[src/hw/rtl/itc_pkg.sv]
// Shared types and constants for the three-channel interval timer.
// Depends on nothing; used by itc_eval and interval_timer_three_channel.
package itc_pkg;

	localparam logic [16:0] FULL_COUNT = 17'h10000;
	localparam logic [47:0] TICK_MAX   = 48'hFFFF_FFFF_FFFF;

	typedef enum logic [1:0] {
		ACT_TICK  = 2'd0,
		ACT_READ  = 2'd1,
		ACT_WRITE = 2'd2,
		ACT_NONE  = 2'd3
	} action_t;

	localparam logic [1:0] PORT_CTRL = 2'd3;
	localparam logic [1:0] SEL_READBACK = 2'd3;

	// Access kinds and read/write phases.
	localparam logic [2:0] PH_MSB      = 3'd2;
	localparam logic [2:0] PH_WORD_LO  = 3'd3;
	localparam logic [2:0] PH_WORD_HI  = 3'd4;

	typedef enum logic [1:0] {
		ST_IDLE = 2'd0,
		ST_APPLY = 2'd1,
		ST_EVAL = 2'd2,
		ST_DONE = 2'd3
	} seq_state_t;

	typedef struct packed {
		logic [15:0] count;
		logic        out;
	} eval_t;

endpackage

[src/hw/rtl/interval_timer_three_channel.sv]
// Top level of the three-channel interval timer: sequencer, channel state
// and stream ports. Depends on itc_pkg and itc_eval.
//
//  channel   direction  tdata fields (low bit up)            width
//  s_axis    in         action[1:0] port[3:2] wdata[11:4]    16
//  m_axis    out        rdata[7:0] intr[8] out_one[9]        16
//                       out_two[10]
//  cfg       in         cfg_we / cfg_wdata = irq_enable      1
//
// The result of a transaction becomes valid after the edge that accepts it, once
// the sequencer has walked the channels once to apply the item and once more to
// evaluate outputs, all through one shared evaluator, and leaves its final state.
// The next transaction is accepted only when the sequencer is back in idle, so
// items never overlap in the sequencer.
// The remainder of elapsed ticks by the reload value is tracked per channel
// incrementally, so no divider is needed.
// A waiting result sits in the output register; the next item is accepted
// while it waits, and its own result then holds the sequencer in its final
// state until the waiting one leaves. Reset is asynchronous and returns every
// channel to mode 3 with a reload value of 65536.
module interval_timer_three_channel #(
	parameter int NUM_CHANNELS = 3
) (
	input  logic        clk,
	input  logic        arst_n,
	input  logic        s_axis_tvalid,
	output logic        s_axis_tready,
	input  logic [15:0] s_axis_tdata,   // action[1:0], port[3:2], wdata[11:4]
	output logic        m_axis_tvalid,
	input  logic        m_axis_tready,
	output logic [15:0] m_axis_tdata,   // rdata[7:0], intr[8], out_one[9], out_two[10]
	input  logic        cfg_we,
	input  logic        cfg_wdata
);

	localparam int CW = (NUM_CHANNELS > 1) ? $clog2(NUM_CHANNELS) : 1;
	localparam logic [CW-1:0] LAST_CH = CW'(NUM_CHANNELS - 1);

	itc_pkg::seq_state_t state_q, state_d;
	logic [CW-1:0] chan_q;

	logic [1:0] action_q;
	logic [1:0] port_q;
	logic [7:0] wdata_q;
	logic [7:0] rdata_q;
	logic       irq_q;
	logic       irq_en_q;
	logic [NUM_CHANNELS-1:0] outs_q;

	logic [16:0] reload_q  [NUM_CHANNELS];
	logic [47:0] elapsed_q [NUM_CHANNELS];
	logic [16:0] rem_q     [NUM_CHANNELS];
	logic [15:0] held_q    [NUM_CHANNELS];
	logic [1:0]  hphase_q  [NUM_CHANNELS];
	logic        sheld_q   [NUM_CHANNELS];
	logic [7:0]  sbyte_q   [NUM_CHANNELS];
	logic [2:0]  rphase_q  [NUM_CHANNELS];
	logic [2:0]  wphase_q  [NUM_CHANNELS];
	logic [7:0]  low_q     [NUM_CHANNELS];
	logic [1:0]  acc_q     [NUM_CHANNELS];
	logic [2:0]  mode_q    [NUM_CHANNELS];
	logic        bcd_q     [NUM_CHANNELS];

	logic        m_valid_q;
	logic [15:0] m_data_q;

	itc_pkg::eval_t ev;

	itc_eval u_eval (
		.reload    (reload_q[chan_q]),
		.elapsed   (elapsed_q[chan_q]),
		.remainder (rem_q[chan_q]),
		.mode      (mode_q[chan_q]),
		.result    (ev)
	);

	logic [1:0] chan_ext;
	logic [1:0] sel;
	logic       rb_hit;
	logic [17:0] rem_inc;

	always_comb begin
		chan_ext = 2'(chan_q);
		sel      = wdata_q[7:6];
		rb_hit   = (wdata_q[3:1] >> chan_q) != 3'd0 ? ((wdata_q[3:1] >> chan_q) & 3'd1) == 3'd1
			: 1'b0;
		rem_inc  = {1'b0, rem_q[chan_q]} + 18'd1;
	end

	always_comb begin
		state_d = state_q;
		case (state_q)
			itc_pkg::ST_IDLE:  if (s_axis_tvalid) state_d = itc_pkg::ST_APPLY;
			itc_pkg::ST_APPLY: if (chan_q == LAST_CH) state_d = itc_pkg::ST_EVAL;
			itc_pkg::ST_EVAL:  if (chan_q == LAST_CH) state_d = itc_pkg::ST_DONE;
			itc_pkg::ST_DONE:  if (!m_valid_q || m_axis_tready) state_d = itc_pkg::ST_IDLE;
			default:           state_d = itc_pkg::ST_IDLE;
		endcase
	end

	always_ff @(posedge clk or negedge arst_n) begin
		if (!arst_n) begin
			state_q <= itc_pkg::ST_IDLE;
		end else begin
			state_q <= state_d;
		end
	end

	assign s_axis_tready = (state_q == itc_pkg::ST_IDLE);

	// Sequencer, channel state and result assembly.
	always_ff @(posedge clk or negedge arst_n) begin
		if (!arst_n) begin
			chan_q    <= '0;
			action_q  <= '0;
			port_q    <= '0;
			wdata_q   <= '0;
			rdata_q   <= '0;
			irq_q     <= 1'b0;
			irq_en_q  <= 1'b1;
			outs_q    <= '0;
			m_valid_q <= 1'b0;
			for (int i = 0; i < NUM_CHANNELS; i++) begin
				reload_q[i]  <= itc_pkg::FULL_COUNT;
				elapsed_q[i] <= '0;
				rem_q[i]     <= '0;
				held_q[i]    <= '0;
				hphase_q[i]  <= '0;
				sheld_q[i]   <= 1'b0;
				sbyte_q[i]   <= '0;
				rphase_q[i]  <= '0;
				wphase_q[i]  <= '0;
				low_q[i]     <= '0;
				acc_q[i]     <= '0;
				mode_q[i]    <= 3'd3;
				bcd_q[i]     <= 1'b0;
			end
		end else begin
			if (cfg_we) irq_en_q <= cfg_wdata;
			// A new result replaces the one leaving in the same cycle.
			if (state_q == itc_pkg::ST_DONE && (!m_valid_q || m_axis_tready)) begin
				m_valid_q <= 1'b1;
			end else if (m_valid_q && m_axis_tready) begin
				m_valid_q <= 1'b0;
			end
			case (state_q)
				itc_pkg::ST_IDLE: begin
					if (s_axis_tvalid) begin
						action_q <= s_axis_tdata[1:0];
						port_q   <= s_axis_tdata[3:2];
						wdata_q  <= s_axis_tdata[11:4];
						rdata_q  <= '0;
						chan_q   <= '0;
					end
				end
				itc_pkg::ST_APPLY: begin
					chan_q <= (chan_q == LAST_CH) ? '0 : chan_q + CW'(1);
					case (action_q)
						itc_pkg::ACT_TICK: begin
							if (elapsed_q[chan_q] != itc_pkg::TICK_MAX) begin
								elapsed_q[chan_q] <= elapsed_q[chan_q] + 48'd1;
								rem_q[chan_q] <= (rem_inc == {1'b0, reload_q[chan_q]}) ? '0
									: rem_inc[16:0];
							end
						end
						itc_pkg::ACT_READ: begin
							if (port_q == chan_ext) begin
								if (sheld_q[chan_q]) begin
									sheld_q[chan_q] <= 1'b0;
									rdata_q <= sbyte_q[chan_q];
								end else if (hphase_q[chan_q] != 2'd0) begin
									case (hphase_q[chan_q])
										2'd2: begin
											hphase_q[chan_q] <= 2'd0;
											rdata_q <= held_q[chan_q][15:8];
										end
										2'd3: begin
											hphase_q[chan_q] <= 2'd2;
											rdata_q <= held_q[chan_q][7:0];
										end
										default: begin
											hphase_q[chan_q] <= 2'd0;
											rdata_q <= held_q[chan_q][7:0];
										end
									endcase
								end else begin
									case (rphase_q[chan_q])
										itc_pkg::PH_MSB: rdata_q <= ev.count[15:8];
										itc_pkg::PH_WORD_LO: begin
											rphase_q[chan_q] <= itc_pkg::PH_WORD_HI;
											rdata_q <= ev.count[7:0];
										end
										itc_pkg::PH_WORD_HI: begin
											rphase_q[chan_q] <= itc_pkg::PH_WORD_LO;
											rdata_q <= ev.count[15:8];
										end
										default: rdata_q <= ev.count[7:0];
									endcase
								end
							end
						end
						itc_pkg::ACT_WRITE: begin
							if (port_q == itc_pkg::PORT_CTRL) begin
								if (sel == itc_pkg::SEL_READBACK) begin
									if (rb_hit) begin
										if (!wdata_q[5] && hphase_q[chan_q] == 2'd0) begin
											held_q[chan_q]   <= ev.count;
											hphase_q[chan_q] <= acc_q[chan_q];
										end
										if (!wdata_q[4] && !sheld_q[chan_q]) begin
											sbyte_q[chan_q] <= {ev.out, 1'b0, acc_q[chan_q],
												mode_q[chan_q], bcd_q[chan_q]};
											sheld_q[chan_q] <= 1'b1;
										end
									end
								end else if (sel == chan_ext) begin
									if (wdata_q[5:4] == 2'd0) begin
										if (hphase_q[chan_q] == 2'd0) begin
											held_q[chan_q]   <= ev.count;
											hphase_q[chan_q] <= acc_q[chan_q];
										end
									end else begin
										acc_q[chan_q]    <= wdata_q[5:4];
										rphase_q[chan_q] <= {1'b0, wdata_q[5:4]};
										wphase_q[chan_q] <= {1'b0, wdata_q[5:4]};
										mode_q[chan_q]   <= wdata_q[3:1];
										bcd_q[chan_q]    <= wdata_q[0];
									end
								end
							end else if (port_q == chan_ext) begin
								case (wphase_q[chan_q])
									itc_pkg::PH_WORD_LO: begin
										low_q[chan_q]    <= wdata_q;
										wphase_q[chan_q] <= itc_pkg::PH_WORD_HI;
									end
									itc_pkg::PH_MSB: begin
										reload_q[chan_q]  <= {1'b0, wdata_q, 8'h00} == '0
											? itc_pkg::FULL_COUNT : {1'b0, wdata_q, 8'h00};
										elapsed_q[chan_q] <= '0;
										rem_q[chan_q]     <= '0;
									end
									itc_pkg::PH_WORD_HI: begin
										reload_q[chan_q] <= {wdata_q, low_q[chan_q]} == '0
											? itc_pkg::FULL_COUNT : {1'b0, wdata_q, low_q[chan_q]};
										elapsed_q[chan_q] <= '0;
										rem_q[chan_q]     <= '0;
										wphase_q[chan_q]  <= itc_pkg::PH_WORD_LO;
									end
									default: begin
										reload_q[chan_q]  <= wdata_q == '0
											? itc_pkg::FULL_COUNT : {9'd0, wdata_q};
										elapsed_q[chan_q] <= '0;
										rem_q[chan_q]     <= '0;
									end
								endcase
							end
						end
						default: ;
					endcase
				end
				itc_pkg::ST_EVAL: begin
					chan_q <= (chan_q == LAST_CH) ? '0 : chan_q + CW'(1);
					outs_q[chan_q] <= ev.out;
					if (chan_q == '0 && irq_en_q) irq_q <= ev.out;
				end
				default: ;
			endcase
		end
	end

	// Payload of the result register needs no reset.
	logic out_one_w;
	logic out_two_w;

	always_comb begin
		out_one_w = 1'b0;
		out_two_w = 1'b0;
		for (int i = 0; i < NUM_CHANNELS; i++) begin
			if (i == 1) out_one_w = outs_q[i];
			if (i == 2) out_two_w = outs_q[i];
		end
	end

	always_ff @(posedge clk) begin
		if (state_q == itc_pkg::ST_DONE && (!m_valid_q || m_axis_tready)) begin
			m_data_q <= {5'd0, out_two_w, out_one_w, irq_q, rdata_q};
		end
	end

	assign m_axis_tvalid = m_valid_q;
	assign m_axis_tdata  = m_data_q;

	// The tracked remainder always stays below the reload value.
	a_rem_below: assert property (@(posedge clk) disable iff (!arst_n)
		rem_q[0] < reload_q[0])
		else $error("channel 0 remainder not below reload value");

	// A fresh load or reset leaves a zero remainder.
	a_rem_zero: assert property (@(posedge clk) disable iff (!arst_n)
		elapsed_q[0] == '0 |-> rem_q[0] == '0)
		else $error("remainder nonzero with no elapsed ticks");

	// An accepted transaction holds off the next one.
	a_busy: assert property (@(posedge clk) disable iff (!arst_n)
		s_axis_tvalid && s_axis_tready |=> !s_axis_tready)
		else $error("input accepted while busy");

	// A result is only raised from the final sequencer state.
	a_result_src: assert property (@(posedge clk) disable iff (!arst_n)
		$rose(m_axis_tvalid) |-> $past(state_q) == itc_pkg::ST_DONE)
		else $error("result raised outside final state");

endmodule

[src/hw/rtl/itc_eval.sv]
// Shared count and output evaluator for one timer channel at a time.
// Depends on itc_pkg.
module itc_eval (
	input  logic [16:0]   reload,
	input  logic [47:0]   elapsed,
	input  logic [16:0]   remainder,
	input  logic [2:0]    mode,
	output itc_pkg::eval_t result
);

	logic [2:0]  eff_mode;
	logic [17:0] twice_rem;
	logic [16:0] rem_twice;
	logic [17:0] half_up;
	logic        d_below_n;
	logic        d_equal_n;
	logic [16:0] diff;

	always_comb begin
		eff_mode  = (mode >= 3'd6) ? (mode - 3'd4) : mode;
		twice_rem = {remainder, 1'b0};
		rem_twice = (twice_rem >= {1'b0, reload}) ? 17'(twice_rem - {1'b0, reload})
			: twice_rem[16:0];
		half_up   = ({1'b0, reload} + 18'd1) >> 1;
		d_below_n = (elapsed[47:17] == '0) && (elapsed[16:0] < reload);
		d_equal_n = (elapsed[47:17] == '0) && (elapsed[16:0] == reload);
		diff      = 17'(reload - {1'b0, elapsed[15:0]});
		case (eff_mode)
			3'd2: begin
				result.count = 16'(reload - remainder);
				result.out   = (remainder == '0) && (elapsed != '0);
			end
			3'd3: begin
				result.count = 16'(reload - rem_twice);
				result.out   = {1'b0, remainder} < half_up;
			end
			3'd1: begin
				result.count = diff[15:0];
				result.out   = d_below_n;
			end
			3'd4, 3'd5: begin
				result.count = diff[15:0];
				result.out   = d_equal_n;
			end
			default: begin
				result.count = diff[15:0];
				result.out   = !d_below_n;
			end
		endcase
	end

endmodule

[config.mk]
export PLATFORM = sky130hd
export DESIGN_NAME = interval_timer_three_channel
export DESIGN_NICKNAME = d
export VERILOG_FILES = /design/src/hw/rtl/itc_pkg.sv /design/src/hw/rtl/interval_timer_three_channel.sv /design/src/hw/rtl/itc_eval.sv
export SDC_FILE = /design/constraint.sdc
export NUM_CORES = 1
export LEC_CHECK = 0
export ABC_AREA = 1
export BUFFER_PORTS_ARGS = -buffer_cell sky130_fd_sc_hd__buf_4
export CORE_MARGIN = 4
export CORE_UTILIZATION = 25
export DETAILED_ROUTE_END_ITERATION = 12
export PLACE_DENSITY = 0.39
export SYNTH_ARGS = -nofsm -noshare
export SYNTH_HDL_FRONTEND = slang
export SYNTH_SLANG_ARGS = --single-unit
[constraint.sdc]
create_clock -name clk -period 7.8 [get_ports clk]
set_clock_uncertainty 0.05 [all_clocks]
set_input_delay 1.17 -clock clk [delete_from_list [all_inputs] [get_ports clk]]
set_output_delay 1.17 -clock clk [all_outputs]
set_load 0.005 [all_outputs]
==> run_results.csv, run 1 <==
group,metric,value,unit
critical_path,crit_path_end_kind,"flop",
floorplan,placementRows,117,
global_route,grt_max_degree,137,
sta,worstMarginPinSlew,1.05,ns
floorplan,start_util,0.252,
route,routed_wl,94100,um
clocking,clkTransAtPathRegs,0.06,ns
yosys,ys.flop_type,"dfrtp_1",
critical_path,critPathLaunchType,"flop",
floorplan,fp.dieH,329,um
sta,setup_viol,0,
clocking,cts_sinks,424,
pwr,power.density,350,nW/um^2
layout,fin_nets,3390,
yosys,synth_area,25700,um^2
pwr,p_leak,13.0,nW
clocking,cts_root_buf,"clkbuf_16",
critical_path,required,8.26,ns
yosys,synth_seq_cells,424,
critical_path,crit_fanout,34,
floorplan,core_area,102000,um^2
critical_path,max_stage_delay,0.74,ns
sta,fmax,150,MHz
route,vias_per_cell,4.89,
sta,rsz0062_at_grt,"no",
global_route,grt_pass1_wl,145000,um
outcome,outcome,"finished clean",
layout,drive_gt1_frac,0.0959,
yosys,async_reset_ff_frac,0.974,
global_route,grt-ovfl-total,0,
pwr,power,10.2,mW
critical_path,criticalPathCategory,"flop to flop",
clocking,htree_levels,2,
global_route,grt_pass1_vias,22600,
clocking,cts_setup_buffers,0,
global_route,antenna_found_initial,0,
route,firstDrtPassIters,6,
route,vias,22900,
yosys,synthCells,3276,
layout,utilization,0.285,
layout,area_growth_syn_to_layout,13.1,%
critical_path,cpMostUsedCell,"nand2_1",
pwr,netSwitchingPower,4.83,mW
critical_path,arrival,7.14,ns
yosys,synth_warnings,0,
clocking,cts_tree,"yes",
sta,period_share,0.857,
pwr,clkPwrFrac,0.249,
clocking,cts_hold_buf,0,
min_path,hp-class,"flop to flop",
place,place.gp.congestion,0.869,
sta,slew_violations,0,
sta,hold_violations,0,
floorplan,die_area,108000,um^2
clocking,clk_latency,0.62,ns
route,postRouteAntennaNets,0,
floorplan,die_x,329,um
route,wire_per_inst,20.1,um
pwr,p_seq_frac,0.258,
clocking,clockBufferDepth,3,
clocking,cts-resized-gates,0,
pwr,swShare,0.474,
route,drc,0,
run,max_cap_viol_count,0,
yosys,synth_edf_count,11,
critical_path,worst_path_max_delay_cell,"nor2_8",
yosys,synth-seq-area-share,0.415,
sta,min_period,6.68,ns
layout,diodes,0,
pwr,p_int,5.36,mW
place,hpwl,64600,um
pwr,worst_ir_drop_vdd,0.000185,V
clocking,cts_buffers,54,
place,io_buffers,30,
route,first_iter_violations,1790,
yosys,postSynthAreaPerCell,7.85,um^2
floorplan,pin_count,40,
pwr,pwr-share-comb,0.493,
sta,slew_headroom,0.296,
yosys,ys_types,83,
global_route,grt_usage,0.173,
sta,fin_setup_tns,0,ns
[synth_stat cells, drive strengths merged (3+ instances only)]
cell type  instances  area share
o21ai            405       0.080
mux2i              6      0.0023
edfxtp            11       0.013
a211oi             5      0.0015
a31o               3      0.0010
a41oi              8      0.0027
a32oi              4      0.0014
nand3            151       0.030
nand4             42       0.011
buf              101       0.028
ha                90       0.044
dfstp             10       0.010
nand2            885        0.13
inv              323       0.047
clkbuf            52      0.0076
or2               13      0.0032
a221oi            12      0.0082
fa                 3      0.0023
a22o               3      0.0010
a21o              13      0.0038
a32o               3      0.0012
o22ai             83       0.020
o21bai             7      0.0020
and2               4      0.0011
dfrtp            403        0.39
o31ai              6      0.0018
a31oi             25      0.0061
nor4              29      0.0084
o221ai            35       0.012
o21a              13      0.0039
xnor2             15      0.0051
nor3              32      0.0079
nand3b             4      0.0012
a22oi             66       0.020
nor2             211       0.034
a21oi            111       0.022
o211ai             5      0.0015
xor2              62       0.021
clkinv             8      0.0012
[area by class of cell]
class                           instances  area [um^2]
Clock buffer                           78         1580
Clock inverter                         18          199
Fill cell                           11200        72800
Inverter                              331         1250
Multi-Input combinational cell       2372        12900
Sequential cell                       424        10700
Tap cell                             1368         1710
Timing Repair Buffer                   92          773
[placed cells by master (no fill, tap or decap), types with 26 or more instances in the layout]
master / n
buf_4: 85
nor3_1: 26
a22oi_1: 61
nand4_1: 40
o21ai_0: 334
inv_1: 303
dfrtp_1: 403
o22ai_1: 83
o221ai_1: 34
nand2_1: 860
nor2_1: 189
ha_1: 90
a21oi_1: 107
clkbuf_16: 54
o21ai_1: 62
xor2_1: 61
nand3_1: 148
[state kept, by name (all words and copies together), names as in the netlist, 6 cells and up, named ones only]
name / count
acc_q: 6
elapsed_q: 144
held_q: 48
low_q: 24
m_axis_tdata: 11
mode_q: 9
rdata_q: 8
reload_q: 51
rem_q: 51
sbyte_q: 21
wdata_q: 8
[stage by stage]
stage               hold WS [ns]  worst slack (ns)  area [um^2]  cells
floorplan                  0.369              2.48        25700   3280
global placement           0.383              1.09        27300   4587
detailed placement         0.386              1.08        27300   4587
CTS                        0.403              1.05        29100   4683
global route               0.407             0.383        29100   4683
finish                     0.400              1.12        29100   4683
[path summary, 6_finish.rpt]
path / start / to / slack [ns] / depth (start not counted)
worst min register to register: rdata_q[5]$_DFFE_PN0P_ / m_axis_tdata[5]$_DFFE_PP_ / 0.40 / 0
worst min-delay path: rdata_q[5]$_DFFE_PN0P_ / m_axis_tdata[5]$_DFFE_PP_ / 0.40 / 0
worst max register to register: chan_ext[0]$_DFFE_PN0P_ / rdata_q[2]$_DFFE_PN0P_ / 1.12 / 29
max in group asynchronous: arst_n / elapsed_q[57]$_DFFE_PN0P_ / 5.73 / 2
worst max-delay path: chan_ext[0]$_DFFE_PN0P_ / rdata_q[2]$_DFFE_PN0P_ / 1.12 / 29
min in group asynchronous: arst_n / mode_q[5]$_DFFE_PN0P_ / 0.52 / 1
[cell families after synthesis]
logic type / count (synthesis) / share of synthesized area
adders and majority gates: 93 / 0.0461
buffers and inverters: 484 / 0.0840
and+or+nand+nor: 1373 / 0.230
DFF: 424 / 0.415
muxes: 6 / 0.00234
AOI/OAI and AO/OA: 817 / 0.195
other: 1 / 0.000146
xor gates and xnor gates: 78 / 0.0274
[layer usage]
| metal | part of all wire | GRT usage |
|---|---|---|
| met5 | 0 | 0 |
| met4 | 0.022 | 0.0420 |
| met3 | 0.050 | 0.0266 |
| met2 | 0.44 | 0.267 |
| met1 | 0.49 | 0.254 |
[critical path, delay by kind of cell, from the launching register on]
family / cells / cell delay [ns]
buf+inv: 2 / 0.34
compound gates: 9 / 1.88
fa+ha+maj: 2 / 0.82
flops: 1 / 0.59
simple gates: 16 / 2.91
[power groups by stage]
stage	logic [mW]	registers, mW	clock network (mW)
after detailed placement	5.04	2.67	0
after floorplan	3.38	2.60	0
after global placement	5.07	2.67	0
after global routing	5.57	2.66	2.71
final	5.02	2.63	2.53
after CTS	5.06	2.63	2.63
(Power assumes the default switching activity.)
==> inputs of run 2 (changes only) <==
- SETUP_SLACK_MARGIN: unset -> 0.02
- clock period: 7.8 -> 8.57 ns (I/O delays scaled with it)
==> run 2 against run 1 <==
  * Die area unchanged
  * Setup slack gained 0.25 ns
  * Fmax is 7.2% lower
  * Global-route usage down 0.12 points
  * Power is 9.9% lower
  * Non-clock buffer count fell by 9
  * Clock power is 12% lower
  * Count of clock-buffer cells in the layout is 2 higher
  * First-iteration DRC count shrank 3.0%
  * Critical path depth is 3 lower
  * Critical path type unchanged
  * Largest cell class unchanged
==> run_results.csv, run 2 (synthesis gave the netlist of run 1 again) <==
group,metric,value,unit
sta,fin_ws,1.37,ns
sta,rsz0062_at_grt,"no",
pwr,p_leak,12.8,nW
sta,setup_viol,0,
critical_path,reg2reg_depth,26,
global_route,grt_pass1_wl,145000,um
critical_path,r2r-end,"rdata_q[6]$_DFFE_PN0P_",
layout,multi_input_area,12900,um^2
route,postRouteAntennaNets,0,
critical_path,critPathLaunchType,"flop",
clocking,cts-resized-gates,0,
floorplan,pin_count,40,
layout,area_growth_syn_to_layout,12.4,%
min_path,min_to,"m_axis_tdata[9]$_DFFE_PP_",
clocking,cts_root_buf,"clkbuf_16",
route,firstDrtPassIters,6,
critical_path,required,9.07,ns
outcome,outcome,"finished clean",
clocking,cts_setup_buffers,0,
global_route,grt_usage,0.172,
pwr,power.density,318,nW/um^2
layout,layout_commonest_cell,"nand2_1",
critical_path,r2r_slack,1.37,ns
route,wire_per_inst,20.1,um
clocking,cts_buffers,53,
floorplan,start_util,0.252,
sta,slew_violations,0,
critical_path,worst_path_max_delay_cell,"nand2_1",
place,io_buffers,30,
global_route,grt_pass1_vias,22500,
clocking,htree_levels,2,
clocking,clk_latency,0.63,ns
layout,final_cell_mix,"nand2_1 (860), dfrtp_1 (403), o21ai_0 (333)",
floorplan,die_x,329,um
sta,worstMarginPinSlew,1.07,ns
route,vias,22800,
critical_path,crit_fanout,43,
place,place_ws,1.51,ns
global_route,grt_max_degree,133,
clocking,cts_sinks,424,
layout,seq_area,10700,um^2
sta,slew_headroom,0.288,
layout,diodes,0,
global_route,antenna_found_initial,0,
pwr,worst_ir_drop_vdd,0.000164,V
floorplan,die_area,108000,um^2
route,first_iter_violations,1737,
sta,fmax,139,MHz
sta,period_share,0.840,
clocking,clkTransAtPathRegs,0.06,ns
critical_path,cp.depth,26,
global_route,grt-ovfl-total,0,
place,hpwl,65100,um
sta,fin_setup_tns,0,ns
place,place.gp.congestion,0.864,
critical_path,r2r-start,"chan_ext[1]$_DFFE_PN0P_",
floorplan,fp.dieH,329,um
route,routed_wl,93900,um
min_path,hold_start,"outs_q[1]$_DFFE_PN0P_",
clocking,cts_hold_buf,0,
run,max_cap_viol_count,0,
critical_path,cpMostUsedCell,"o21ai_0",
route,drc,0,
route,vias_per_cell,4.88,
critical_path,crit_family,"buffers and inverters",
clocking,clockBufferDepth,3,
layout,top_register,"elapsed_q",
clocking,cts_tree,"yes",
layout,largest_reg_flops,144,
floorplan,placementRows,117,
critical_path,cp_num_buf_inv,7,
layout,fill_cells,11300,
floorplan,core_area,102000,um^2
min_path,whs_path_depth,0,
layout,drive_gt1_frac,0.0916,
layout,top_regs,"elapsed_q (144), reload_q (51), rem_q (51)",
critical_path,criticalPathCategory,"flop to flop",
critical_path,crit_path_end_kind,"flop",
layout,fin_nets,3380,
critical_path,arrival,7.70,ns
min_path,hp-class,"flop to flop",
sta,hold_violations,0,
critical_path,max_stage_delay,0.71,ns
sta,min_period,7.20,ns
-- run 2: worst reg2reg max path, stage by stage (launching register included) --
cell	delay, ns
dfrtp_1	0.51
inv_4	0.16
nand2_4	0.33
inv_4	0.37
buf_4	0.38
a22oi_1	0.19
and2_1	0.34
clkinv_1	0.59
nand2_1	0.72
inv_1	0.39
o21ai_0	0.38
ha_1	0.20
inv_1	0.05
fa_1	0.40
a21oi_1	0.15
o21ai_0	0.24
nand3_1	0.17
o2111ai_1	0.17
a21oi_1	0.16
o21bai_1	0.08
a21oi_1	0.12
o21ai_0	0.09
o21ai_0	0.28
inv_1	0.21
o21ai_0	0.23
nand2_1	0.09
nand2_1	0.07
-- run 2: metal layers --
layer  part of all wire  track usage  vias to the layer above
met1               0.50        0.252                    11200
met3              0.041       0.0206                       80
met4              0.014       0.0299                        0
met5                  0            0                        -
met2               0.45        0.275                      444
li1                   -            -                    11100
-- run 2: cell type report --
| type | count | area share |
|---|---|---|
| clock buffer | 80 | 0.0536 |
| clock inverter | 18 | 0.00528 |
| inverter | 331 | 0.0433 |
| multi-input combinational | 2372 | 0.446 |
| sequential | 424 | 0.370 |
| tap | 1368 | 0.0592 |
| timing repair buffer | 83 | 0.0227 |
-- run 2: per-stage QoR --
step / power (mW) / std cells / hold slack (ns) / util / area (um^2)
6_report: 9.18 / 4676 / 0.394 / 0.284 / 28900
5_1_grt: 9.86 / 4676 / 0.405 / 0.284 / 28900
4_1_cts: 9.28 / 4676 / 0.399 / 0.284 / 28900
3_5_place_dp: 7.00 / 4578 / 0.385 / 0.267 / 27200
3_3_place_gp: 7.03 / 4578 / 0.383 / 0.267 / 27200
2_1_floorplan: 5.44 / 3280 / 0.369 / - / 25700
-- run 2: how the worst max path moves through the flow --
stage / from / end / slack, ns
after floorplan: chan_ext[1]$_DFFE_PN0P_ / rdata_q[2]$_DFFE_PN0P_ / 3.25
after global placement: chan_ext[1]$_DFFE_PN0P_ / rdata_q[2]$_DFFE_PN0P_ / 1.52
after detailed placement: chan_ext[1]$_DFFE_PN0P_ / rdata_q[2]$_DFFE_PN0P_ / 1.51
after CTS: chan_ext[1]$_DFFE_PN0P_ / rdata_q[2]$_DFFE_PN0P_ / 1.45
after global routing: chan_ext[1]$_DFFE_PN0P_ / rdata_q[2]$_DFFE_PN0P_ / 0.81
final: chan_ext[1]$_DFFE_PN0P_ / rdata_q[6]$_DFFE_PN0P_ / 1.37
-- run 2: report_power, final --
part / switching (mW) / total, mW / leakage [nW] / internal, mW
logic: 3.32 / 4.57 / 6.24 / 1.25
registers: 0.162 / 2.39 / 5.76 / 2.23
clock network: 0.945 / 2.22 / 0.831 / 1.28
total: 4.42 / 9.18 / 12.8 / 4.76
==> inputs of run 3 (changes only) <==
- ABC_AREA: 1 -> 0
- clock period: 8.57 -> 6.86 ns (I/O delays scaled with it)
==> run 3 against run 2 <==
  * Combinational power increased by 28%
  * Critical endpoint is now held_q[47]$_DFFE_PN0P_
  * Design area decreased by 0.76%
  * Core utilization grew 0.73 points
  * Sequential share of layout area up 0.31 points
==> run_results.csv, run 3 <==
group,metric,value,unit
yosys,ys_types,89,
place,place.gp.congestion,0.879,
global_route,grt_max_degree,154,
yosys,synth_area,24900,um^2
yosys,async_reset_ff_frac,0.974,
sta,setup_viol,0,
critical_path,crit_family,"compound AO/OA/AOI/OAI gates",
yosys,ys_top_cells_by_area,"dfrtp_1 (40%), nand2_1 (6.5%), mux2_2 (5.7%)",
critical_path,arrival,6.81,ns
layout,fill_cells,10300,
layout,drive_gt1_frac,0.150,
floorplan,placementRows,115,
yosys,synth_most_common_cell,"nand2_1",
outcome,outcome,"finished clean",
layout,fin_nets,2779,
yosys,synthCells,2617,
clocking,cts_setup_buffers,0,
critical_path,crit_fanout,29,
route,drc,0,
sta,slew_violations,0,
pwr,worst_ir_drop_vdd,0.000217,V
floorplan,core_area,98600,um^2
sta,fin_ws,0.453,ns
clocking,clockBufferDepth,3,
sta,rsz0062_at_grt,"no",
layout,largest_reg_flops,144,
sta,whs,0.296,ns
yosys,synth_edf_count,11,
clocking,cts_tree,"yes",
floorplan,fp.dieH,324,um
place,place_ws,0.373,ns
place,hpwl,56700,um
floorplan,pin_count,40,
sta,min_period,6.41,ns
yosys,postSynthAreaPerCell,9.52,um^2
critical_path,cpMostUsedCell,"buf_4",
layout,layout_commonest_cell,"nand2_1",
route,routed_wl,80200,um
route,vias,19900,
sta,worstMarginPinSlew,1.08,ns
floorplan,die_x,324,um
sta,slew_headroom,0.282,
critical_path,worst_path_max_delay_cell,"dfrtp_4",
sta,period_share,0.934,
floorplan,start_util,0.253,
route,wire_per_inst,20.1,um
critical_path,max_stage_delay,0.57,ns
floorplan,die_area,105000,um^2
sta,fmax,156,MHz
critical_path,criticalPathCategory,"flop to flop",
clocking,cts_buffers,53,
route,postRouteAntennaNets,0,
clocking,htree_levels,2,
critical_path,r2r_slack,0.45,ns
global_route,grt-ovfl-total,0,
route,vias_per_cell,4.98,
layout,top_regs,"elapsed_q (144), reload_q (51), rem_q (51)",
yosys,synth_warnings,0,
clocking,clkTransAtPathRegs,0.06,ns
clocking,cts_sinks,424,
yosys,synth-seq-area-share,0.429,
layout,top_register,"elapsed_q",
sta,hold_violations,0,
global_route,grt_usage,0.153,
layout,area_growth_syn_to_layout,15.1,%
yosys,synth.top_cell.area_share,0.405,
clocking,cts-resized-gates,0,
critical_path,critPathLaunchType,"flop",
place,io_buffers,30,
yosys,synth.largest_area_cell,"dfrtp_1",
clocking,clk_latency,0.62,ns
global_route,antenna_found_initial,1,
critical_path,cp_num_buf_inv,7,
global_route,grt_pass1_vias,20100,
layout,final_cell_mix,"nand2_1 (433), dfrtp_1 (401), o21ai_0 (265)",
clocking,cts_root_buf,"clkbuf_16",
run,max_cap_viol_count,0,
clocking,cts_hold_buf,0,
min_path,hp-class,"input pin to asynchronous set/reset pin",
pwr,power,11.8,mW
route,first_iter_violations,1162,
critical_path,required,7.26,ns
critical_path,crit_path_end_kind,"flop",
pwr,power.density,411,nW/um^2
route,firstDrtPassIters,7,
yosys,synth_common_cells,"nand2_1 (433), dfrtp_1 (403), o21ai_0 (265)",
global_route,grt_pass1_wl,125000,um
sta,fin_setup_tns,0,ns
yosys,ys.flop_type,"dfrtp_1",
yosys,synth_seq_cells,424,
pwr,p_leak,12.1,nW
==> run 3: cell count changes in the layout (fill, tap and decap cells not counted), moves of 47 or more <==
cell,delta
nand2_1,-427
o31ai_1,+60
inv_1,-240
o22ai_1,-74
o21ai_0,-68
xnor2_1,+58
mux2i_1,+128
mux2_2,+126
nor2_1,-69
o2bb2ai_1,+47
nand3_1,-106
==> run 3: cell type report <==
cell class                 instances  area, um^2  share of cell area
antenna                            1        2.50           0.0000873
clock buffer                      75        1480              0.0516
clock inverter                    17         240             0.00838
inverter                          71         267             0.00930
multi-input combinational       1975       13200               0.461
sequential                       424       10700               0.373
tap                             1287        1610              0.0562
timing repair buffer             139        1180              0.0413
==> run 3: worst reg2reg max path, stage by stage, from the launching register on <==
cell and delay (ns):
dfrtp_4 0.57, buf_4 0.34, buf_4 0.23, mux2i_1 0.29
o2bb2ai_4 0.18, ha_1 0.43, nand4_1 0.18, nor4_2 0.38
buf_4 0.17, nor3_1 0.03, a21oi_1 0.18, nor2_1 0.10
buf_12 0.16, o311ai_0 0.38, o21ai_0 0.17, ha_1 0.37
o21ai_0 0.11, a21oi_1 0.29, o31ai_1 0.10, buf_4 0.15
a31oi_1 0.28, buf_4 0.18, nand4_1 0.08, and3_1 0.17
xnor2_1 0.12, mux2i_1 0.26, buf_4 0.20, o21ai_0 0.09
==> run 3: cell families (layout without fill, tap and decap cells) <==
kind of cell | after synthesis | after routing | synth area share
AND/OR/NAND/NOR | 815 | 815 | 0.149
AO/OA/AOI/OAI | 693 | 693 | 0.181
flip-flops | 424 | 424 | 0.429
multiplexers | 261 | 261 | 0.111
buffers and inverters | 222 | 302 | 0.0442
XOR/XNOR | 108 | 108 | 0.0380
adder cells (fa/ha/maj) | 93 | 93 | 0.0476
other | 1 | 6 | 0.000151
==> run 3: worst paths after layout <==
| check | from | end | cells past startpoint |
|---|---|---|---|
| hold reg to reg | outs_q[1]$_DFFE_PN0P_ | m_axis_tdata[9]$_DFFE_PP_ | 0 |
| min in group clk | outs_q[1]$_DFFE_PN0P_ | m_axis_tdata[9]$_DFFE_PP_ | 0 |
| setup / recovery | chan_ext[1]$_DFFE_PN0P_ | held_q[47]$_DFFE_PN0P_ | 27 |
| hold / removal | arst_n | held_q[36]$_DFFE_PN0P_ | 1 |
| max in group asynchronous | arst_n | elapsed_q[30]$_DFFE_PN0P_ | 2 |
| setup reg to reg | chan_ext[1]$_DFFE_PN0P_ | held_q[47]$_DFFE_PN0P_ | 27 |
==> run 3: where the power goes <==
part           leakage [nW]  internal (mW)  total (mW)  switching [mW]
combinational          5.53           2.08        5.85            3.77
clock                 0.836           1.68        2.81            1.13
sequential             5.76           2.82        3.11           0.289
total                  12.1           6.59        11.8            5.19
==> run 3: through the flow <==
stage	instances	util	area [um^2]
after floorplan	2621	-	24900
after global placement	3896	0.273	26900
after detailed placement	3896	0.273	26900
after CTS	3988	0.291	28600
after global routing	3988	0.291	28700
final	3989	0.291	28700
==> run 3: per-layer routing <==
layer  global-route usage  wire (um)  vias up  part of all wire
li1                     -          -     9498                 -
met1                0.216      38400     9895              0.48
met2                0.246      36600      371              0.46
met3               0.0216       3120       97             0.039
met4               0.0434       2070        0             0.026
met5                    0          0        -                 0
